==> src/rtl/star_surface_excision_mask_defines.svh <==
// Assertion macros shared by the star surface excision mask RTL
`ifndef STAR_SURFACE_EXCISION_MASK_DEFINES_SVH
`define STAR_SURFACE_EXCISION_MASK_DEFINES_SVH

// Same-cycle implication, sampled on clock, off during reset
`define SSE_ASSERT_NOW(lbl, ante, cons, msg) \
   lbl: assert property (@(posedge clock) disable iff (reset) (ante) |-> (cons)) \
      else $error(msg);

// Next-cycle implication, sampled on clock, off during reset
`define SSE_ASSERT_NEXT(lbl, ante, cons, msg) \
   lbl: assert property (@(posedge clock) disable iff (reset) (ante) |=> (cons)) \
      else $error(msg);

`endif

==> src/rtl/sse_pkg.sv <==
// Types, constants and tables shared by the star surface excision mask
`default_nettype none
package sse_pkg;

   localparam int RAD_W  = 66;  // radicand of the square root
   localparam int ROOT_W = 33;
   localparam int REM_W  = 35;
   localparam int SQ_STEPS = 33;
   localparam int CR_W = 38;    // CORDIC x/y datapath
   localparam int ZW   = 33;    // CORDIC angle accumulator, Q30
   localparam int ANG_W = 19;   // Q3.16 angle

   localparam logic [33:0] Q30_HALF_PI = 34'd1686629713;
   localparam logic [33:0] Q30_PI      = 34'd3373259426;
   localparam logic [33:0] Q30_TWO_PI  = 34'd6746518852;

   localparam logic [30:0] ATAN_Q30 [32] = '{
      31'd843314857, 31'd497837829, 31'd263043837, 31'd133525159, 31'd67021687,
      31'd33543516, 31'd16775851, 31'd8388437, 31'd4194283, 31'd2097149,
      31'd1048576, 31'd524288, 31'd262144, 31'd131072, 31'd65536, 31'd32768,
      31'd16384, 31'd8192, 31'd4096, 31'd2048, 31'd1024, 31'd512, 31'd256,
      31'd128, 31'd64, 31'd32, 31'd16, 31'd8, 31'd4, 31'd2, 31'd1, 31'd0
   };

   typedef enum logic [2:0] {
      CSR_ACTIVE    = 3'd0,
      CSR_CENTRE_X  = 3'd1,
      CSR_CENTRE_Y  = 3'd2,
      CSR_CENTRE_Z  = 3'd3,
      CSR_POL_START = 3'd4,
      CSR_AZI_START = 3'd5,
      CSR_POL_SCALE = 3'd6,
      CSR_AZI_SCALE = 3'd7
   } csr_index_type;

   // Side data that travels with each beat down the pipe
   typedef struct packed {
      logic        vld;
      logic        load;
      logic        fixed;   // result settled early
      logic        f_exc;
      logic        f_err;
      logic [5:0]  ent_pi;
      logic [6:0]  ent_bi;
      logic [31:0] ent_rad;
      logic [65:0] s3;
      logic [31:0] ux;
      logic [31:0] uy;
      logic [31:0] uz;
      logic        nx;
      logic        ny;
      logic        nz;
      logic        py0;
      logic        px0;
      logic        ay0;
      logic        ax0;
   } ctl_type;

endpackage
`default_nettype wire

==> src/rtl/sse_sqrt_cell.sv <==
// One restoring square-root cell: settles one root bit per clock while en is high
`default_nettype none
module sse_sqrt_cell (
   input  logic                             clock,
   input  logic                             en,
   input  logic [sse_pkg::REM_W-1:0]        rem_cur,
   input  logic [sse_pkg::ROOT_W-1:0]       root_cur,
   input  logic [sse_pkg::RAD_W-1:0]        rad_cur,
   output logic [sse_pkg::REM_W-1:0]        rem_ff,
   output logic [sse_pkg::ROOT_W-1:0]       root_ff,
   output logic [sse_pkg::RAD_W-1:0]        rad_ff
);

   logic [sse_pkg::REM_W+1:0]  rem_sh;
   logic [sse_pkg::REM_W+1:0]  trial;
   logic [sse_pkg::REM_W-1:0]  rem_in;
   logic [sse_pkg::ROOT_W-1:0] root_in;
   logic [sse_pkg::RAD_W-1:0]  rad_in;

   always_comb begin
      rem_sh = {rem_cur, rad_cur[sse_pkg::RAD_W-1 -: 2]};
      trial  = {2'b00, root_cur, 2'b01};
      rad_in = {rad_cur[sse_pkg::RAD_W-3:0], 2'b00};
      if (rem_sh >= trial) begin
         rem_in  = sse_pkg::REM_W'(rem_sh - trial);
         root_in = {root_cur[sse_pkg::ROOT_W-2:0], 1'b1};
      end else begin
         rem_in  = sse_pkg::REM_W'(rem_sh);
         root_in = {root_cur[sse_pkg::ROOT_W-2:0], 1'b0};
      end
   end

   always_ff @(posedge clock) begin
      if (en) begin
         rem_ff  <= rem_in;
         root_ff <= root_in;
         rad_ff  <= rad_in;
      end
   end

endmodule
`default_nettype wire

==> config.mk <==
export PLATFORM = sky130hd
export DESIGN_NAME = sse_sqrt_cell
export DESIGN_NICKNAME = d
export VERILOG_FILES = /design/src/rtl/star_surface_excision_mask_defines.svh /design/src/rtl/sse_pkg.sv /design/src/rtl/sse_sqrt_cell.sv
export SDC_FILE = /design/constraint.sdc
export NUM_CORES = 1
export LEC_CHECK = 0
export BUFFER_PORTS_ARGS = -buffer_cell sky130_fd_sc_hd__buf_2
export CORE_UTILIZATION = 49
export DETAILED_ROUTE_END_ITERATION = 10
export PLACE_DENSITY = 0.91
export SYNTH_ARGS = -nofsm -noshare
export SYNTH_HDL_FRONTEND = slang
export SYNTH_SLANG_ARGS = --single-unit
export TNS_END_PERCENT = 20
==> constraint.sdc <==
create_clock -name clock -period 3.35 [get_ports clock]
set_clock_uncertainty 0.05 [all_clocks]
set_input_delay 0.5025 -clock clock [delete_from_list [all_inputs] [get_ports clock]]
set_output_delay 0.5025 -clock clock [all_outputs]
set_load 0.005 [all_outputs]
---- Yosys cells after proc, flatten, opt, wreduce, memory -nomap -nowiden ----
Cells that the tools add are included.
W data, S select, Z words.
word-level totals
  word-level logic and storage cells ...... 7
  bits in registers ....................... 132
  input port bits ......................... 136
  output and inout bits ................... 134
operators by class
  add/sub/neg operators ................... 1
  magnitude comparators ................... 1
  muxes and demuxes ....................... 2
operators with widths
  operator          count
  $ge A37 B35 Y1    1
  $mux W35          1
  $sub A35 B35 Y35  1
  $mux W1           1

---- Depth between registers and ports, before layout ----
Gate-level depths: netlist (run 1).
  depth in word-level cells ............... 2
  depth in mapped cells ................... 13
  gate-level depth less buffers ........... 10

---- Worst setup path after synthesis (run 1) ----
Ideal clock, no wire load.
  path kind ............................... input to register
  from .................................... in root_cur[4] (netlist bit)
  to ...................................... reg rem_ff[10] (netlist bit) (data pin)
  data required time ...................... 3040 ps
  slack ................................... 215 ps
  library setup time ...................... 260 ps
  stages on the path ...................... 12
  arrival time ............................ 2825 ps
  path buffers ............................ 2
  path through ............................ inv_1 -> ha_1 -> o21a_1 -> o211ai_2 -> a311oi_1 -> nor4_2 -> a2111oi_2 -> o21a_2 -> o211a_1 -> buf_6 -> buf_12 -> mux2_4
between the ends
  cells in the longest elaborated chain, start to end .. 2
  elaborated cells on any way between the ends .. 3
  classes of those cells .................. add/sub (1); order compare (1); mux (1)
ends and longest elaborated chain
  what                                                line                                      text
  start, declared                                     sse_sqrt_cell.sv:7                        input logic [sse_pkg::ROOT_W-1:0] root_cur,
  $sub A35 B35 Y35 or $ge A37 B35 Y1 (tied branches)  sse_sqrt_cell.sv:25, sse_sqrt_cell.sv:24
  $mux W35 *                                          sse_sqrt_cell.sv:24                       if (rem_sh >= trial) begin
  via rem_in, one bit                                 sse_sqrt_cell.sv:16                       logic [sse_pkg::REM_W-1:0] rem_in;
  end signal, assigned                                sse_sqrt_cell.sv:35                       rem_ff <= rem_in;
  end, declared                                       sse_sqrt_cell.sv:9                        output logic [sse_pkg::REM_W-1:0] rem_ff,
The timed path passes the listed nets; every way through them passes the cells marked *.
A chain may end at the register's enable or synchronous reset.

---- Final worst setup path (run 1) ----
  from .................................... in root_cur[4] (netlist bit)
  to ...................................... reg rem_ff[2] (netlist bit) (data pin)
between the ends
  cells in the longest elaborated chain, start to end .. 2
ends and longest elaborated chain
  what                 line
  $ge A37 B35 Y1       sse_sqrt_cell.sv:24
  $mux W35             sse_sqrt_cell.sv:24
  via rem_in, one bit  sse_sqrt_cell.sv:16
The timed path passes the listed nets, and every way through them passes these cells.

==> results.ini, run 1 <==
[run_status]
status=completed

[cts]
cts_buffers=17
root_buffer=clkbuf_16
h-tree-depth=4
cts_setup_buffers=0
cts_tree=built
clock_sinks=132
cts_hold_buf=0
clk_path_buf_depth=2
clk_pin_slew_ns=0.06
cts-resized-gates=0

[route]
dr.pass1.iters=6
met1_length_um=6280
drtIter0Drc=489
wl_per_cell_um=17.4
drc=0
drt-total-wl_um=16900
highest_layer=met4
wl_met2_um=8950
ant_nets=0
via_count=5118
vias_per_cell=5.27
dr_wl_met3_um=1210

[pwr]
cellLeakagePower_nw=4.13
peakVddDrop_uv=253
power_density_nw_per_um2=548

[run]
cap_violations=0

[die]
dieHeight_um=118
die_area_um2=14000
io_pins=270
start_util_pct=50.2
die_x_um=118
core_area_um2=13200
num_rows=42

[sta]
rsz0062_at_grt=no
finalSetupViolCount=0
fin_ws_ns=0.418
final_hold_viol_count=0
worst_pin_slew_ns=0.650
slew_viol_final=0
post-route-period-util_pct=87.5
fin_crit_ns=2.93
fmax_mhz=341
holdWs_ns=0.203
max_slew_margin_pct=56.3

[placement]
place_ws_ns=-0.0353
gp_congestion=0.894
port_buffers=267
hpwl_um=12900

[critical_path]
crit_path_end_kind=register
critPathKind=input pin to register
cp_data_arrival_time_ns=3.05
path_max_fanout=7
worst_setup_path_start_kind=input pin
required_ns=3.47

[synth]
synth_edf_count=132
synth_ff_type=edfxtp_1
async_flop_share_pct=0
postSynthCellCount=488
postSynthAreaPerCell_um2=13.6
synth_seq_cells=132
ys_types=57
ys_seq_area_share_pct=59.8
syn-cell-area_um2=6630
synth_warnings=0

[cells_and_area]
syn_to_final_growth_pct=33.9
nets=954
drive_above_1_share_pct=46.0
mostFrequentLayoutCell=buf_2
seqCellArea_um2=3960
antenna_cells=0
mostFrequentLayoutCells=buf_2 (266), edfxtp_1 (132), inv_1 (41)
multiInputGateArea_um2=2380
num-fill-cells=922

[global_route]
first_global_vias=5043
grt_use_total_pct=24.7
grt_max_degree=73
grt_pass1_wl_um=26300
antenna_found_initial=0
grt_overflow=0

[worst_hold_path]
min_path_type=input pin to register

[worst paths after layout]
check / end / cells after the start / from / slack (ns)
worst max-delay path: rem_ff[2] / 12 / root_cur[4] / 0.42
worst min-delay path: rad_ff[36] / 1 / rad_cur[34] / 0.20
[synth_stat cells (all sizes together), types with 8 or more instances]
cell type / instances / area share, %
xnor2: 19 / 2.5
nand3: 9 / 0.68
edfxtp: 132 / 60
a21o: 26 / 2.9
clkbuf: 10 / 0.57
nor2: 22 / 1.2
nand4: 8 / 0.76
inv: 41 / 2.3
buf: 8 / 1.4
o21ai: 13 / 0.98
ha: 35 / 6.6
a21oi: 30 / 2.3
mux2: 31 / 6.7
xor2: 14 / 1.9
nand2: 25 / 1.4
[metal layers]
metal / track usage [%] / vias up
li1: - / 2425
met1: 26.9 / 2407
met2: 45.0 / 251
met3: 6.95 / 35
met4: 9.62 / 0
met5: 0 / -
[report_power, final]
group          total [mW]  leakage, nW  switching [mW]  internal, mW
clock                1.81        0.275           0.709          1.10
combinational       0.977         2.56           0.481         0.496
sequential           2.07         1.29          0.0421          2.03
total                4.86         4.13            1.23          3.63
[cell type report]
class / instances / area share (%)
tap: 176 / 2.48
clock inverter: 14 / 1.72
timing repair buffer: 293 / 17.7
inverter: 41 / 1.73
multi-input combinational: 298 / 26.8
clock buffer: 18 / 4.84
sequential: 132 / 44.7
[kinds of logic (layout without fill, tap and decap cells)]
kind of cell / Yosys count / after routing / synth area share, %
fa+ha+maj: 35 / 35 / 6.61
flops: 132 / 132 / 59.8
buf+inv: 59 / 366 / 4.32
xor+xnor: 33 / 33 / 4.36
other cells: 1 / 2 / 0.0566
compound gates: 107 / 107 / 11.3
simple gates: 87 / 87 / 6.40
mux: 34 / 34 / 7.14
[critical path, cell delays in order]
cell and delay (ns):
buf_2 0.09, inv_1 0.04, ha_1 0.32, o21a_1 0.15
o211ai_2 0.08, a311oi_1 0.31, nor4_2 0.12, a2111oi_2 0.42
o21a_2 0.21, o211a_2 0.27, buf_4 0.20, mux2_2 0.34
[registers in the layout, indices dropped and copies added, names as in the netlist]
register / flops
rem_ff: 35
rad_ff: 64
root_ff: 33
[per-stage QoR]
step           instances  total power [mW]  cell area (um^2)  util [%]  setup TNS (ns)
2_1_floorplan        489              2.64              6630         -               0
3_3_place_gp         940              3.03              8290      62.9               0
3_5_place_dp         940              3.07              8290      62.9          -0.126
4_1_cts              972              4.89              8870      67.3               0
5_1_grt              972              5.05              8870      67.3               0
6_report             972              4.86              8870      67.3               0
(Power assumes the default switching activity.)
==> inputs of run 2 (changes only) <==
--- a/config.mk
+++ b/config.mk
@@ -5,10 +5,11 @@
 export SDC_FILE = /design/constraint.sdc
 export NUM_CORES = 1
 export LEC_CHECK = 0
+export ABC_AREA = 1
 export BUFFER_PORTS_ARGS = -buffer_cell sky130_fd_sc_hd__buf_2
-export CORE_UTILIZATION = 49
+export CORE_UTILIZATION = 51
 export DETAILED_ROUTE_END_ITERATION = 10
-export PLACE_DENSITY = 0.91
+export PLACE_DENSITY = 0.92
 export SYNTH_ARGS = -nofsm -noshare
 export SYNTH_HDL_FRONTEND = slang
 export SYNTH_SLANG_ARGS = --single-unit
==> run 2 against run 1 <==
- routed wire length up 22%
- power down 2.5%
- sequential share of layout area shrank 3.3 points
- critical path type unchanged
- critical endpoint is now rem_ff[21]
- via count grew 27%
- combinational power fell by 4.8%
==> results.ini, run 2 <==
[die]
core_area_um2=14500  ; +9.8%
num_rows=44  ; +4.8%
start_util_pct=51.9  ; +1.7 points
die_area_um2=15200  ; +8.8%
io_pins=270  ; unchanged
die_x_um=123  ; +4.3%
dieHeight_um=123  ; +4.3%

[global_route]
first_global_vias=6124  ; +21%
antenna_found_initial=1  ; +1
grt_pass1_wl_um=30500  ; +16%
grt_overflow=0  ; unchanged
grt_use_total_pct=26.8  ; +2.2 points
grt_max_degree=57  ; -22%

[route]
dr.pass1.iters=5  ; -1
vias_per_cell=5.08  ; -3.6%
ant_nets=0  ; unchanged
drtIter0Drc=388  ; -21%
drc=0  ; unchanged
drt-total-wl_um=20600  ; +22%
via_count=6508  ; +27%
wl_per_cell_um=16.1  ; -7.3%

[synth]
ys_seq_area_share_pct=52.7  ; -7.1 points
synth_area_leaders=edfxtp_1 (53%), nand2_1 (13%), inv_1 (6.2%), ha_1 (5.8%), nand3_2 (5.5%)
synth_area_leader_cell=edfxtp_1
yosys-top-cells-count=nand2_1 (259), edfxtp_1 (132), inv_1 (125)
synth_warnings=0  ; unchanged
syn-cell-area_um2=7520  ; +13%
synth_top_cell_area_share_pct=52.7  ; -7.1 points
ys_types=34  ; -40%
postSynthCellCount=806  ; +65%
synth_seq_cells=132  ; unchanged
synth_edf_count=132  ; unchanged
async_flop_share_pct=0  ; unchanged
postSynthAreaPerCell_um2=9.33  ; -31%
synth_ff_type=edfxtp_1
synth.most_common_cell=nand2_1

[cts]
clock_sinks=132  ; unchanged
cts_tree=built
root_buffer=clkbuf_16
clk_path_buf_depth=2  ; unchanged
cts_setup_buffers=0  ; unchanged
cts-resized-gates=0  ; unchanged
clk_pin_slew_ns=0.06  ; about the same
cts_hold_buf=0  ; unchanged
h-tree-depth=4  ; unchanged
cts_buffers=17  ; unchanged

[critical_path]
cp_data_arrival_time_ns=2.56  ; -0.49 ns
critPathKind=input pin to register
required_ns=3.46  ; about the same
crit_path_end_kind=register
worstSetupEndpoint=rem_ff[21]
crit_start=rem_cur[14]
path_max_fanout=24  ; +17
worst_setup_path_start_kind=input pin

[run_status]
status=completed

[cells_and_area]
largest_register_ffs=64  ; unchanged
regMostFlops=rad_ff
top_regs=rad_ff: 64 flops, rem_ff: 35 flops, root_ff: 33 flops
drive_above_1_share_pct=33.9  ; -12 points
mostFrequentLayoutCells=buf_2 (266), nand2_1 (259), edfxtp_1 (132)
syn_to_final_growth_pct=27.3
mostFrequentLayoutCell=buf_2
nets=1256  ; +32%
num-fill-cells=1170  ; +27%

[sta]
worst_pin_slew_ns=0.997  ; +0.348 ns
tns_ns=0  ; unchanged
fmax_mhz=409  ; +20%
fin_crit_ns=2.45  ; -0.486 ns
fin_ws_ns=0.904  ; +0.486 ns
final_hold_viol_count=0  ; unchanged
max_slew_margin_pct=33.5  ; -23 points
slew_viol_final=0  ; unchanged
rsz0062_at_grt=no
post-route-period-util_pct=73.0  ; -14 points
finalSetupViolCount=0  ; unchanged

[placement]
gp_congestion=0.897  ; +0.37%
hpwl_um=16400  ; +27%
port_buffers=267  ; unchanged
place_ws_ns=0.521  ; +0.556 ns

[worst_hold_path]
min_path_type=input pin to register

[pwr]
swShare_pct=28.0  ; +2.7 points
cellLeakagePower_nw=4.80  ; +16%
power.switching_mw=1.33  ; +7.9%
power.internal_mw=3.41  ; -6.0%
peakVddDrop_uv=302  ; +19%
p_comb_share_pct=19.6  ; -0.5 points
clkPwrFrac_pct=37.0  ; -0.2 points
power_density_nw_per_um2=495  ; -9.6%
p_seq_share_pct=43.4  ; +0.7 points

[run]
cap_violations=0  ; unchanged

run 2: cell types whose count changed after synthesis, moves of 9 or more:
| cell | previous run | this run |
|---|---|---|
| nand2_1 | 25 | 259 |
| nand3_1 | 9 | 39 |
| clkbuf_1 | 10 | 0 |
| inv_1 | 41 | 125 |
| nand3_2 | 0 | 41 |
| mux2_4 | 25 | 0 |
| a21o_1 | 26 | 1 |
| nand2_2 | 0 | 9 |
| nor2_1 | 22 | 53 |
| xnor2_1 | 19 | 1 |
run 2: layout make-up:
class | instances | area, um^2 | area share, %
sequential | 132 | 3960 | 41.4
multi-input combinational | 533 | 2940 | 30.7
timing repair buffer | 271 | 1390 | 14.6
inverter | 130 | 488 | 5.10
clock buffer | 17 | 425 | 4.44
tap | 184 | 230 | 2.40
clock inverter | 14 | 130 | 1.36
antenna | 1 | 2.50 | 0.0261
run 2: critical path, stage by stage:
cell and delay (ns):
buf_2 0.11, ha_1 0.36, nand2_1 0.20, inv_2 0.04
nand2_1 0.06, nand2_1 0.08, a21oi_2 0.28, nand2_1 0.09
nand2_1 0.10, nand4_4 0.24, buf_12 0.26, nand3_1 0.12
nand2_1 0.07
run 2: power groups by stage:
stage	Sequential (mW)	Clock [mW]	Combinational, mW
after floorplan	2.12	0	0.474
after global placement	2.08	0	0.897
after detailed placement	2.09	0	0.923
after CTS	2.06	1.77	0.928
after global routing	2.07	1.85	1.03
final	2.06	1.75	0.930
run 2: logic make-up after synthesis:
| group | count (synthesis) | share of synthesized area [%] |
|---|---|---|
| AND/OR/NAND/NOR | 438 | 28.0 |
| buffers and inverters | 142 | 8.24 |
| other | 1 | 0.0499 |
| flip-flops | 132 | 52.7 |
| AO/OA/AOI/OAI | 41 | 3.13 |
| XOR/XNOR | 17 | 1.98 |
| adder cells (fa/ha/maj) | 35 | 5.83 |
run 2: how the worst min path moves through the flow:
stage	depth (start not counted)	endpoint	startpoint
6_report	1	rad_ff[33]	rad_cur[31]
5_1_grt	1	rad_ff[17]	rad_cur[15]
4_1_cts	1	rad_ff[17]	rad_cur[15]
3_5_place_dp	1	rad_ff[17]	rad_cur[15]
3_3_place_gp	1	rad_ff[65]	rad_cur[63]
2_1_floorplan	0	rad_ff[10]	rad_cur[8]
run 2: metrics by stage:
stage / hold WS (ns) / power [mW] / util [%] / instance area [um^2] / instances
final: 0.216 / 4.74 / 66.1 / 9570 / 1282
after global routing: 0.198 / 4.96 / 66.1 / 9570 / 1282
after CTS: 0.201 / 4.76 / 66.1 / 9570 / 1281
after detailed placement: 0.631 / 3.01 / 62.3 / 9010 / 1250
after global placement: 0.629 / 2.98 / 62.3 / 9010 / 1250
after floorplan: 0.551 / 2.59 / - / 7520 / 807
run 2: per-layer routing:
layer / routed length [um] / vias up / share of wire (%) / GRT usage [%]
li1: - / 3186 / - / -
met3: 1240 / 39 / 6.0 / 4.06
met5: 0 / - / 0 / 0
met4: 562 / 0 / 2.7 / 13.0
met2: 10800 / 259 / 52 / 48.6
met1: 8000 / 3024 / 39 / 30.7
