`src/rtl/star_surface_excision_mask_defines.svh`:
```
// Assertion macros shared by the star surface excision mask RTL
`ifndef STAR_SURFACE_EXCISION_MASK_DEFINES_SVH
`define STAR_SURFACE_EXCISION_MASK_DEFINES_SVH

// Same-cycle implication, sampled on clock, off during reset
`define SSE_ASSERT_NOW(lbl, ante, cons, msg) \
   lbl: assert property (@(posedge clock) disable iff (reset) (ante) |-> (cons)) \
      else $error(msg);

// Next-cycle implication, sampled on clock, off during reset
`define SSE_ASSERT_NEXT(lbl, ante, cons, msg) \
   lbl: assert property (@(posedge clock) disable iff (reset) (ante) |=> (cons)) \
      else $error(msg);

`endif

```
`src/rtl/sse_pkg.sv`:
```
// Types, constants and tables shared by the star surface excision mask
`default_nettype none
package sse_pkg;

   localparam int RAD_W  = 66;  // radicand of the square root
   localparam int ROOT_W = 33;
   localparam int REM_W  = 35;
   localparam int SQ_STEPS = 33;
   localparam int CR_W = 38;    // CORDIC x/y datapath
   localparam int ZW   = 33;    // CORDIC angle accumulator, Q30
   localparam int ANG_W = 19;   // Q3.16 angle

   localparam logic [33:0] Q30_HALF_PI = 34'd1686629713;
   localparam logic [33:0] Q30_PI      = 34'd3373259426;
   localparam logic [33:0] Q30_TWO_PI  = 34'd6746518852;

   localparam logic [30:0] ATAN_Q30 [32] = '{
      31'd843314857, 31'd497837829, 31'd263043837, 31'd133525159, 31'd67021687,
      31'd33543516, 31'd16775851, 31'd8388437, 31'd4194283, 31'd2097149,
      31'd1048576, 31'd524288, 31'd262144, 31'd131072, 31'd65536, 31'd32768,
      31'd16384, 31'd8192, 31'd4096, 31'd2048, 31'd1024, 31'd512, 31'd256,
      31'd128, 31'd64, 31'd32, 31'd16, 31'd8, 31'd4, 31'd2, 31'd1, 31'd0
   };

   typedef enum logic [2:0] {
      CSR_ACTIVE    = 3'd0,
      CSR_CENTRE_X  = 3'd1,
      CSR_CENTRE_Y  = 3'd2,
      CSR_CENTRE_Z  = 3'd3,
      CSR_POL_START = 3'd4,
      CSR_AZI_START = 3'd5,
      CSR_POL_SCALE = 3'd6,
      CSR_AZI_SCALE = 3'd7
   } csr_index_type;

   // Side data that travels with each beat down the pipe
   typedef struct packed {
      logic        vld;
      logic        load;
      logic        fixed;   // result settled early
      logic        f_exc;
      logic        f_err;
      logic [5:0]  ent_pi;
      logic [6:0]  ent_bi;
      logic [31:0] ent_rad;
      logic [65:0] s3;
      logic [31:0] ux;
      logic [31:0] uy;
      logic [31:0] uz;
      logic        nx;
      logic        ny;
      logic        nz;
      logic        py0;
      logic        px0;
      logic        ay0;
      logic        ax0;
   } ctl_type;

endpackage
`default_nettype wire

```
`src/rtl/sse_cordic_cell.sv`:
```
// One vectoring CORDIC micro-rotation, registered
`default_nettype none
module sse_cordic_cell #(
   parameter int STEP = 0
) (
   input  logic                              clock,
   input  logic                              en,
   input  logic signed [sse_pkg::CR_W-1:0]   x_cur,
   input  logic signed [sse_pkg::CR_W-1:0]   y_cur,
   input  logic signed [sse_pkg::ZW-1:0]     z_cur,
   output logic signed [sse_pkg::CR_W-1:0]   x_ff,
   output logic signed [sse_pkg::CR_W-1:0]   y_ff,
   output logic signed [sse_pkg::ZW-1:0]     z_ff
);

   logic signed [sse_pkg::CR_W-1:0] xs;
   logic signed [sse_pkg::CR_W-1:0] ys;
   logic signed [sse_pkg::ZW-1:0]   ang;
   logic signed [sse_pkg::CR_W-1:0] x_in;
   logic signed [sse_pkg::CR_W-1:0] y_in;
   logic signed [sse_pkg::ZW-1:0]   z_in;

   always_comb begin
      xs  = x_cur >>> STEP;
      ys  = y_cur >>> STEP;
      ang = signed'(sse_pkg::ZW'(sse_pkg::ATAN_Q30[STEP]));
      // rotate toward the x axis
      if (!y_cur[sse_pkg::CR_W-1]) begin
         x_in = x_cur + ys;
         y_in = y_cur - xs;
         z_in = z_cur + ang;
      end else begin
         x_in = x_cur - ys;
         y_in = y_cur + xs;
         z_in = z_cur - ang;
      end
   end

   always_ff @(posedge clock) begin
      if (en) begin
         x_ff <= x_in;
         y_ff <= y_in;
         z_ff <= z_in;
      end
   end

endmodule
`default_nettype wire

```
`config.mk`:
```
export PLATFORM = sky130hd
export DESIGN_NAME = sse_cordic_cell
export DESIGN_NICKNAME = d
export VERILOG_FILES = /design/src/rtl/star_surface_excision_mask_defines.svh /design/src/rtl/sse_pkg.sv /design/src/rtl/sse_cordic_cell.sv
export SDC_FILE = /design/constraint.sdc
export NUM_CORES = 1
export LEC_CHECK = 0
export BUFFER_PORTS_ARGS = -buffer_cell sky130_fd_sc_hd__buf_2
export CAP_MARGIN = 20
export CORE_ASPECT_RATIO = 1.1
export CORE_UTILIZATION = 50
export DETAILED_ROUTE_END_ITERATION = 7
export PLACE_DENSITY = 0.87
export SLEW_MARGIN = 15
export SYNTH_ARGS = -nofsm -noshare
export SYNTH_HDL_FRONTEND = slang
export SYNTH_SLANG_ARGS = --single-unit
```
`constraint.sdc`:
```
create_clock -name clock -period 4.84 [get_ports clock]
set_input_delay 1.21 -clock clock [delete_from_list [all_inputs] [get_ports clock]]
set_output_delay 1.21 -clock clock [all_outputs]
set_load 0.01 [all_outputs]
```
== After elaboration in Yosys (flattened, before gate mapping) ==
Cells that the tools add are included.
W data, S select, Z words.

* Add/sub/neg operators: 5
* Mux-type cells: 3

{| class="wikitable"
|+ Operator list
! cell !! count
|-
| $mux W38 || 2
|-
| $sub A38 B38 Y38 || 2
|-
| $add A38 B38 Y38 || 1
|-
| $add A33 B31 Y33 const B || 1
|-
| $mux W33 || 1
|-
| $sub A33 B31 Y33 const B || 1
|}

* Register bits after elaboration: 109
* Bits of input ports: 111
* Output and inout bits: 109
* Logic and storage cells: 11

== Logic depth before layout (Yosys ltp) ==
Gate-level depths: netlist of the first run.

* Depth after elaboration: 2
* Mapped depth: 14
* Gate-level depth less buffers: 13

== Worst setup path after synthesis of the first run ==
No wires, ideal clock.

* Path type: input to register
* From: input y_cur[37] (netlist bit)
* To: register z_ff[24] (netlist bit), data pin
* Library setup time: 259 ps
* Data arrival time: 4362 ps
* Required time: 4581 ps
* Path slack: 220 ps
* Stages on the path: 14
* Path buffers: 2
* Cell sequence: inv_1 > clkbuf_1 > buf_1 > ha_1 > o21ai_0 > a21oi_1 > a21oi_1 > a21boi_0 > o21ai_0 > a21boi_0 > or4b_1 > a31o_2 > a21oi_1 > xnor2_1

* Word-level cells in the longest chain between the ends: 1

{| class="wikitable"
|+ RTL lines
! element !! RTL line !! RTL
|-
| start, declared || sse_cordic_cell.sv:9 || <nowiki>input logic signed [sse_pkg::CR_W-1:0] y_cur,</nowiki>
|-
| $mux W33 || sse_cordic_cell.sv:28 || <nowiki>if (!y_cur[sse_pkg::CR_W-1]) begin</nowiki>
|-
| named net z_in (one bit) || sse_cordic_cell.sv:21 || <nowiki>logic signed [sse_pkg::ZW-1:0] z_in;</nowiki>
|-
| end signal, assigned || sse_cordic_cell.sv:43 || <nowiki>z_ff <= z_in;</nowiki>
|-
| end, declared || sse_cordic_cell.sv:13 || <nowiki>output logic signed [sse_pkg::ZW-1:0] z_ff</nowiki>
|}

The timed path passes the listed nets, and every way through them passes these cells.
A chain may end at the register's enable or synchronous reset.

== Worst setup path in the final report of the first run ==
* From: input x_cur[0] (netlist bit)
* To: register y_ff[36] (netlist bit), data pin

* Word-level cells in the longest chain between the ends: 2
* Elaborated cells between the ends (all ways): 3
* Classes of those cells: add/sub (2); mux (1)

{| class="wikitable"
|+ RTL lines
! element !! RTL line !! RTL
|-
| start, declared || sse_cordic_cell.sv:8 || <nowiki>input logic signed [sse_pkg::CR_W-1:0] x_cur,</nowiki>
|-
| $sub A38 B38 Y38 / $add A38 B38 Y38 (equally long branches) || sse_cordic_cell.sv:30, sse_cordic_cell.sv:34 ||
|-
| $mux W38 (*) || sse_cordic_cell.sv:28 ||
|-
| named net y_in (one bit) || sse_cordic_cell.sv:20 || <nowiki>logic signed [sse_pkg::CR_W-1:0] y_in;</nowiki>
|-
| end signal, assigned || sse_cordic_cell.sv:42 || <nowiki>y_ff <= y_in;</nowiki>
|-
| end, declared || sse_cordic_cell.sv:12 || <nowiki>output logic signed [sse_pkg::CR_W-1:0] y_ff,</nowiki>
|}

Mark *: on every way through the listed nets, which the timed path passes. The rest lies on a longest branch.

==> results of run 1 <==
## state kept, by name, summed over array words and instances (netlist names)
signal and count:
z_ff 33, y_ff 37, x_ff 38
## through the flow
stage / hold slack, ns / power, W / area [µm²] / setup slack (ns)
3_5_place_dp: 1.54 / 0.00277 / 12800 / 0.342
5_1_grt: 1.18 / 0.00374 / 13100 / 0.363
4_1_cts: 1.16 / 0.00356 / 13100 / 0.721
6_report: 1.16 / 0.00357 / 13100 / 0.653
3_3_place_gp: 1.51 / 0.00275 / 12800 / 0.459
2_1_floorplan: 1.32 / 0.00223 / 11300 / 0.220
## worst max-delay path, stage by stage
cell	delay [ns]
buf_2	0.12
ha_1	0.23
fa_1	0.41
nor2b_1	0.15
o21bai_1	0.18
a21oi_1	0.14
o41ai_2	0.33
a21oi_1	0.25
a211oi_1	0.47
nor4_1	0.12
a211oi_1	0.35
o21ai_0	0.17
xnor2_1	0.16
## cell usage after synthesis, types with 29 or more instances
library cell,n
a21oi_1,156
ha_1,142
inv_1,118
nor2_1,115
edfxtp_1,108
o21ai_0,93
nand2_1,82
xnor2_1,81
a21o_1,42
o21bai_1,38
clkbuf_1,32
nor3_1,29
## cell type report
cell class	instances	area, µm²	share of cell area [%]
Clock inverter	7	72.6	0.555
Sequential cell	108	3240	24.8
Tap cell	295	369	2.82
Clock buffer	9	225	1.72
Multi-Input combinational cell	1044	7330	56.1
Antenna cell	1	2.50	0.0191
Inverter	123	462	3.53
Timing Repair Buffer	255	1370	10.5
## where the power goes
group          internal, W  switching [W]  leakage, nW
logic             0.000583       0.000911         4.79
clock network     0.000405       0.000386        0.142
registers          0.00124      0.0000429         1.06
## per-layer routing
| layer | GRT usage (%) | wire length, µm |
|---|---|---|
| met4 | 13.4 | 1340 |
| met2 | 51.0 | 16600 |
| met3 | 4.15 | 2670 |
| met5 | 0 | 0 |
| met1 | 37.0 | 14200 |
## final timing paths
kind        to  cells past startpoint
max   y_ff[36]                     13
min    z_ff[0]                      2
## cells by family (layout without fill, tap and decap cells)
| family | after synthesis | after routing | synth area share (%) |
|---|---|---|---|
| xor+xnor | 99 | 99 | 7.70 |
| other cells | 0 | 1 | 0 |
| compound gates | 459 | 459 | 26.0 |
| flops | 108 | 108 | 28.8 |
| buf+inv | 175 | 394 | 6.09 |
| fa+ha+maj | 146 | 146 | 16.5 |
| simple gates | 322 | 322 | 13.4 |
| mux | 18 | 18 | 1.60 |
==> metrics.cfg, run 1 <==
[detailed_routing]
vias_per_cell = 6.00
wire_per_inst_um = 18.9
drtPass1Iterations = 6
drc_errors = 0
ant_nets = 0
drt-total-wl_mm = 34.8
vias = 11045
drtIter0Drc = 968

[global_routing]
grt_util_all_layers_pct = 29.7
grt_max_degree = 78
grt_pass1_wl_mm = 54.9
antenna_found_initial = 1
grt-ovfl-total = 0
first_global_vias = 10614

[yosys]
yosysTopAreaCell = edfxtp_1
synthCells = 1327
synth_area_leaders = edfxtp_1, ha_1, a21oi_1
synth_top_area_share_pct = 28.8
synth.avg_cell_area_um2 = 8.49
netlist_area_mm2 = 0.0113
syn-num-nets = 1584
synth_cell_type_count = 75
async_flop_share_pct = 0
ys_seq_area_share_pct = 28.8
synth-main-ff-cell = edfxtp_1
ys_seq_elements = 108
yosys_warnings = 0
synth_edf_count = 108

[placement]
gp_congestion = 0.984
portBuffers = 219
placedCellCount = 1825
detailed_place_hpwl_mm = 27.4

[cells_and_area]
fin_nets = 1798
final_util_pct = 59.2
instances_no_fill = 1842
final_common_cell = buf_2
drive_above_1_share_pct = 18.8
fill_cells = 2007
syn2layout_area_growth_pct = 16.1
layout_common_cells = buf_2, a21oi_1, ha_1, inv_1, nor2_1

[clock_network]
cts.sinks = 108
clock_path_buffers = 2
cts_tree = built
holdBufCountCts = 0
cts_buffers = 9
clk_transition_reported_paths_ns = 0.08
clockRootBuffer = clkbuf_16
cts_resized = 0
htree_levels = 3
cts_setup_buffers = 0

[floorplanning]
initial_utilization_pct = 50.9
num_rows = 57
die_area_mm2 = 0.0231
die_w_um = 145
core_area_mm2 = 0.0221
fp.dieH_um = 159
io_pins = 220

[sta]
min_period_ns = 4.19
slew_viol_final = 0
final_hold_viol_count = 0
rsz0062_at_grt = false
max_slew_margin_pct = 38.5
worst_pin_slew_ns = 0.908
clock.fmax_mhz = 239
setup_viol = 0
fin_setup_tns_ns = 0
period_share_pct = 86.5

[status]
status = finished, final reports clean

[worst_setup_path]
cp_data_required_time_ns = 4.94
startpoint = x_cur[0]
worstPathArrival_ns = 4.28
critPathLaunchType = input port
critPathKind = input port to flop
endpoint_kind = flop
crit_path_max_fanout = 4

[min_path]
worstHoldStart = z_cur[0]
min_path_type = input port to flop

[power]
power_density_mw_per_mm2 = 273
p_leak_nw = 5.99
vdd_ir_drop_max_uv = 160

[job]
maxCapViolCount = 0

Note: power is estimated with default switching activity, not from simulation.
==> run 2, diff against run 1 <==
--- a/config.mk
+++ b/config.mk
@@ -5,12 +5,13 @@
 export SDC_FILE = /design/constraint.sdc
 export NUM_CORES = 1
 export LEC_CHECK = 0
+export ABC_AREA = 1
 export BUFFER_PORTS_ARGS = -buffer_cell sky130_fd_sc_hd__buf_2
 export CAP_MARGIN = 20
 export CORE_ASPECT_RATIO = 1.1
 export CORE_UTILIZATION = 50
 export DETAILED_ROUTE_END_ITERATION = 7
-export PLACE_DENSITY = 0.87
+export PLACE_DENSITY = 0.86
 export SLEW_MARGIN = 15
 export SYNTH_ARGS = -nofsm -noshare
 export SYNTH_HDL_FRONTEND = slang
==> metrics.cfg, run 2 <==
[status]
status = finished, final reports clean  ; unchanged

[detailed_routing]
drtPass1Iterations = 6  ; unchanged
wire_per_inst_um = 17.6  ; was 18.9 µm
drt-total-wl_mm = 49.0  ; was 34.8 mm
ant_nets = 0  ; unchanged
drtIter0Drc = 1315  ; was 968
vias = 15271  ; was 11.0k
vias_per_cell = 5.50  ; was 6.00
drc_errors = 0  ; unchanged

[yosys]
netlist_area_mm2 = 0.0138  ; was 0.0113 mm²
ys_seq_elements = 108  ; unchanged
synth_fa_ha_area_share_pct = 13.5  ; was 16.5%
synth-main-ff-cell = edfxtp_1  ; unchanged
synth_compound_area_share_pct = 12.6  ; was 26.0%
syn-num-nets = 2485  ; was 1584
synth.avg_cell_area_um2 = 6.19  ; was 8.49 µm²
yosys.area_share.simple_pct = 34.9  ; was 13.4%
synth_xor_area_share_pct = 3.18  ; was 7.70%
yosys_warnings = 0  ; unchanged
synth_cell_type_count = 41  ; was 75
synth.area.mux_share_pct = 0  ; was 1.60%
yosysTopAreaCell = edfxtp_1  ; unchanged
synthCells = 2228  ; was 1327
synth.most_common_cell = nand2_1  ; was a21oi_1
synth.top_cells.by_count = nand2_1, inv_1, nand3_1, nor2_1, a21oi_1  ; was a21oi_1, ha_1, inv_1, nor2_1, edfxtp_1
synth_top_area_share_pct = 23.5  ; was 28.8%
ys_seq_area_share_pct = 23.5  ; was 28.8%
synth_edf_count = 108  ; unchanged
synth_top_family_by_area = simple AND/OR/NAND/NOR gates  ; was compound AO/OA/AOI/OAI gates
synth_area_leaders = edfxtp_1, nand2_1, ha_1  ; was edfxtp_1, ha_1, a21oi_1
async_flop_share_pct = 0  ; unchanged

[worst_setup_path]
path_delay_family = simple AND/OR/NAND/NOR gates  ; was compound AO/OA/AOI/OAI gates
critPathLaunchType = input port  ; unchanged
critPathKind = input port to flop  ; unchanged
endpoint_kind = flop  ; unchanged
startpoint = x_cur[0]  ; unchanged
cp_data_required_time_ns = 4.99  ; was 4.94 ns
crit_top_cell = nand2_1
timing.critical_path.buf_inv = 2  ; was 1
slowest_stage = o21bai_1  ; was a211oi_1
critical_path.cell_chain = buf_2, inv_1, ha_1, fa_1, o21bai_1, nand2_1, nand2_1, nand2_1, nand2_1, nand2_1, nand2_1, nand2_1, nand3_1, nand2_1  ; was buf_2, ha_1, fa_1, nor2b_1, o21bai_1, a21oi_1, o41ai_2, a21oi_1, a211oi_1, nor4_1, a211oi_1, o21ai_0, xnor2_1
worstPathArrival_ns = 3.82  ; was 4.28 ns
crit_path_max_fanout = 5  ; was 4
crit_path_max_incr_delay_ns = 0.75  ; was 0.47 ns

[clock_network]
cts_tree = built  ; unchanged
htree_levels = 3  ; unchanged
cts_setup_buffers = 0  ; unchanged
clock_path_buffers = 2  ; unchanged
cts.sinks = 108  ; unchanged
clockRootBuffer = clkbuf_16  ; unchanged
cts_resized = 0  ; unchanged
cts_buffers = 9  ; unchanged
holdBufCountCts = 0  ; unchanged
clk_transition_reported_paths_ns = 0.09  ; was 0.08 ns

[sta]
min_period_ns = 3.67  ; was 4.19 ns
finalWorstSetupSlack_ns = 1.17  ; was 0.653 ns
clock.fmax_mhz = 272  ; was 239 MHz
final_hold_viol_count = 0  ; unchanged
rsz0062_at_grt = false  ; unchanged
fin_setup_tns_ns = 0  ; unchanged
max_slew_margin_pct = 37.3  ; was 38.5%
hold_ws_ns = 1.10  ; was 1.16 ns
worst_pin_slew_ns = 0.940  ; was 0.908 ns
slew_viol_final = 0  ; unchanged
setup_viol = 0  ; unchanged
period_share_pct = 75.8  ; was 86.5%

[placement]
post-place-ws_ns = 0.862  ; was 0.342 ns
portBuffers = 219  ; unchanged
gp_congestion = 0.986  ; was 0.984
placedCellCount = 2762  ; was 1825
detailed_place_hpwl_mm = 40.8  ; was 27.4 mm

[global_routing]
grt_max_degree = 109  ; was 78
antenna_found_initial = 0  ; was 1
grt_util_all_layers_pct = 34.7  ; was 29.7%
first_global_vias = 14591  ; was 10.6k
grt-ovfl-total = 0  ; unchanged
grt_pass1_wl_mm = 75.6  ; was 54.9 mm

[min_path]
min_path_type = input port to flop  ; unchanged
worstHoldStart = z_cur[0]  ; unchanged

[power]
vdd_ir_drop_max_uv = 161  ; was 160 µV
p_leak_nw = 8.35  ; was 5.99 nW
power_density_mw_per_mm2 = 245  ; was 273 mW/mm²

[cells_and_area]
syn2layout_area_growth_pct = 11.8  ; was 16.1%
layout_common_cells = nand2_1, inv_1, buf_2, nand3_1, nor2_1  ; was buf_2, a21oi_1, ha_1, inv_1, nor2_1
largest_reg_flops = 38  ; unchanged
largest-register = x_ff  ; unchanged
antenna_cells = 0  ; was 1
final_common_cell = nand2_1  ; was buf_2
fill_cells = 2745  ; was 2007
drive_above_1_share_pct = 11.0  ; was 18.8%
fin_nets = 2673  ; was 1798
instances_no_fill = 2778  ; was 1842
top_regs = x_ff: 38 flops, y_ff: 37 flops, z_ff: 33 flops  ; unchanged

[floorplanning]
io_pins = 220  ; unchanged
die_area_mm2 = 0.0282  ; was 0.0231 mm²
die_w_um = 160  ; was 145 µm
initial_utilization_pct = 51.0  ; was 50.9%
fp.dieH_um = 176  ; was 159 µm
core_area_mm2 = 0.0270  ; was 0.0221 mm²
num_rows = 63  ; was 57

[job]
maxCapViolCount = 0  ; unchanged

[run 2: metal layers]
| metal | vias up | share of wire, % | global-route usage, % |
|---|---|---|---|
| met5 | - | 0 | 0 |
| met4 | 0 | 4.3 | 16.0 |
| met3 | 108 | 7.7 | 3.12 |
| met2 | 758 | 46 | 58.8 |
| met1 | 6948 | 42 | 44.6 |
| li1 | 7457 | - | - |
[run 2: kinds of logic after synthesis]
family          count (synthesis)
fa+ha+maj                     146
buf+inv                       421
simple gates                 1181
compound gates                322
xor+xnor                       50
flops                         108
[run 2: path summary, 6_finish.rpt]
check  slack, ns  depth (start not counted)  endpoint
max         1.17                         14  x_ff[32]
min         1.10                          2   z_ff[0]
[run 2: cell type report]
type                    count  area [µm²]  area share [%]
clock inverters             7        88.8           0.576
multi-input cells        1699        8850            57.4
repair buffers            227        1170            7.60
clock buffers               9         225            1.46
inverters                 371        1390            9.03
flip-flops and latches    108        3240            21.0
well taps                 357         447            2.90
[run 2: through the flow]
stage                     utilization [%]  instance area (µm²)  power [W]
after floorplan                         -                13800    0.00235
after global placement               55.9                15100    0.00290
after detailed placement             55.9                15100    0.00292
after CTS                            57.0                15400    0.00375
after global routing                 57.0                15400    0.00399
final                                57.0                15400    0.00377
[run 2: power by group]
part / internal (W) / switching [W] / leakage [nW] / total (W)
logic: 0.000542 / 0.00114 / 7.14 / 0.00169
clock network: 0.000377 / 0.000455 / 0.153 / 0.000832
registers: 0.00121 / 0.0000404 / 1.06 / 0.00125
total: 0.00213 / 0.00164 / 8.35 / 0.00377
==> run 3, diff against run 2 <==
==> constraint.sdc (replaced) <==
create_clock -name clock -period 3.2 [get_ports clock]
set_input_delay 0.8 -clock clock [delete_from_list [all_inputs] [get_ports clock]]
set_output_delay 0.8 -clock clock [all_outputs]
set_load 0.01 [all_outputs]
==> metrics.cfg, run 3 (synthesis gave the netlist of run 2 again) <==
[floorplanning]
core_area_mm2 = 0.0270  ; unchanged
initial_utilization_pct = 51.0  ; unchanged
num_rows = 63  ; unchanged
die_area_mm2 = 0.0282  ; unchanged
io_pins = 220  ; unchanged
die_w_um = 160  ; unchanged
fp.dieH_um = 176  ; unchanged

[cells_and_area]
regArea_mm2 = 0.00324  ; unchanged
fill_cells = 2642  ; was 2745
instances_no_fill = 2862  ; was 2778
final_common_cell = nand2_1  ; unchanged
top_regs = x_ff: 38 flops, y_ff: 37 flops, z_ff: 33 flops  ; unchanged
syn2layout_area_growth_pct = 16.4  ; was 11.8%
drive_above_1_share_pct = 14.0  ; was 11.0%
largest-register = x_ff  ; unchanged
antenna_cells = 0  ; unchanged
fin_nets = 2757  ; was 2673
largest_reg_flops = 38  ; unchanged
layout_common_cells = nand2_1, inv_1, buf_2, nand3_1, nor2_1  ; unchanged
fin_area_mm2 = 0.0160  ; was 0.0154 mm²
multiInputGateArea_mm2 = 0.00885  ; unchanged

[worst_setup_path]
critical_path.cell_chain = buf_2, inv_1, ha_1, fa_1, inv_1, nand2_1, nand3_1, a21oi_1, o21ai_1, nand2_1, nand2_1, nand2_1, nand3_1, nand2_1  ; was buf_2, inv_1, ha_1, fa_1, o21bai_1, nand2_1, nand2_1, nand2_1, nand2_1, nand2_1, nand2_1, nand2_1, nand3_1, nand2_1
cp_data_required_time_ns = 3.35  ; was 4.99 ns
crit_path_max_fanout = 5  ; unchanged
critPathLaunchType = input port  ; unchanged
endpoint_kind = flop  ; unchanged
worstPathArrival_ns = 3.13  ; was 3.82 ns
crit_path_max_incr_delay_ns = 0.39  ; was 0.75 ns
critPathKind = input port to flop  ; unchanged
crit_top_cell = nand2_1  ; unchanged
slowest_stage = fa_1  ; was o21bai_1

[sta]
setup_viol = 0  ; unchanged
finalWorstSetupSlack_ns = 0.212  ; was 1.17 ns
clock.fmax_mhz = 335
slew_viol_final = 0  ; unchanged
final_hold_viol_count = 0  ; unchanged
min_period_ns = 2.99
period_share_pct = 93.4
max_slew_margin_pct = 34.2  ; was 37.3%
rsz0062_at_grt = false  ; unchanged
hold_ws_ns = 0.698  ; was 1.10 ns
worst_pin_slew_ns = 0.987  ; was 0.940 ns

[detailed_routing]
drc_errors = 0  ; unchanged
vias_per_cell = 5.49  ; was 5.50
ant_nets = 0  ; unchanged
drtPass1Iterations = 6  ; unchanged
dr.max_layer_used = met4  ; unchanged
vias = 15706  ; was 15.3k
wl_met1_mm = 20.9  ; was 20.5 mm
wl_met2_mm = 23.5  ; was 22.6 mm
drt-total-wl_mm = 50.8  ; was 49.0 mm
met3WireLength_mm = 4.05  ; was 3.79 mm
drtIter0Drc = 1492  ; was 1315
wire_per_inst_um = 17.8  ; was 17.6 µm

[clock_network]
cts_tree = built  ; unchanged
cts.sinks = 108  ; unchanged
clk_transition_reported_paths_ns = 0.09  ; about the same
cts_resized = 0  ; unchanged
htree_levels = 3  ; unchanged
cts_setup_buffers = 0  ; unchanged
holdBufCountCts = 0  ; unchanged
cts_buffers = 9  ; unchanged
clock_path_buffers = 2  ; unchanged
clockRootBuffer = clkbuf_16  ; unchanged

[global_routing]
grt_max_degree = 82  ; was 109
antenna_found_initial = 1  ; was 0
first_global_vias = 15115  ; was 14.6k
grt-ovfl-total = 0  ; unchanged
grt_pass1_wl_mm = 78.1  ; was 75.6 mm
grt_util_all_layers_pct = 36.0  ; was 34.7%

[placement]
post-place-ws_ns = -0.110  ; was 0.862 ns
portBuffers = 219  ; unchanged
placedCellCount = 2846  ; was 2762
gp_congestion = 0.991  ; was 0.986
detailed_place_hpwl_mm = 42.4  ; was 40.8 mm
postPlaceCellArea_mm2 = 0.0157  ; was 0.0151 mm²

[power]
power_density_mw_per_mm2 = 366  ; was 245 mW/mm²
vdd_ir_drop_max_uv = 323  ; was 161 µV
power_w = 0.00588  ; was 0.00377 W
p_leak_nw = 8.75  ; was 8.35 nW

[min_path]
min_path_type = input port to flop  ; unchanged

[job]
maxCapViolCount = 0  ; unchanged

[status]
status = finished, final reports clean  ; unchanged

## run 3: cell types whose count changed in the layout (fill, tap and decap cells not counted), sizes merged
cell	previous run	this run
clkinvlp	0	1
clkinv	3	2
buf	227	311
## run 3: final cells by class
| cell class | instances | share of cell area, % |
|---|---|---|
| inverters | 371 | 8.68 |
| clock buffers | 9 | 1.40 |
| flip-flops and latches | 108 | 20.2 |
| clock inverters | 7 | 0.483 |
| repair buffers | 311 | 11.3 |
| multi-input cells | 1699 | 55.1 |
| well taps | 357 | 2.78 |
## run 3: stage by stage
step | setup TNS, ns | utilization, %
floorplan | 0 | -
global placement | -0.376 | 58.2
detailed placement | -0.253 | 58.2
CTS | 0 | 59.4
global route | 0 | 59.4
finish | 0 | 59.4
## run 3: power breakdown
| part | leakage (nW) | total [W] | internal (W) | switching, W |
|---|---|---|---|---|
| Sequential | 1.06 | 0.00190 | 0.00183 | 0.0000613 |
| Combinational | 7.55 | 0.00274 | 0.000946 | 0.00180 |
| Clock | 0.146 | 0.00124 | 0.000562 | 0.000677 |
| Total | 8.75 | 0.00588 | 0.00334 | 0.00253 |
## run 3: final timing paths
path	startpoint	end	slack (ns)	cells after the start
worst max-delay path	y_cur[0]	y_ff[30]	0.21	14
worst min-delay path	z_cur[0]	z_ff[0]	0.70	2
## run 3: worst max-delay path, delay by kind of cell
kind,cells,cell delay (ns)
and+or+nand+nor,7,0.73
buffers and inverters,3,0.35
adders and majority gates,2,0.61
AOI/OAI and AO/OA,2,0.62
## run 3: routing by layer
layer	GRT usage [%]	vias to the layer above
met4	17.0	0
li1	-	7620
met2	61.4	833
met1	44.3	7099
met5	0	-
met3	5.76	154
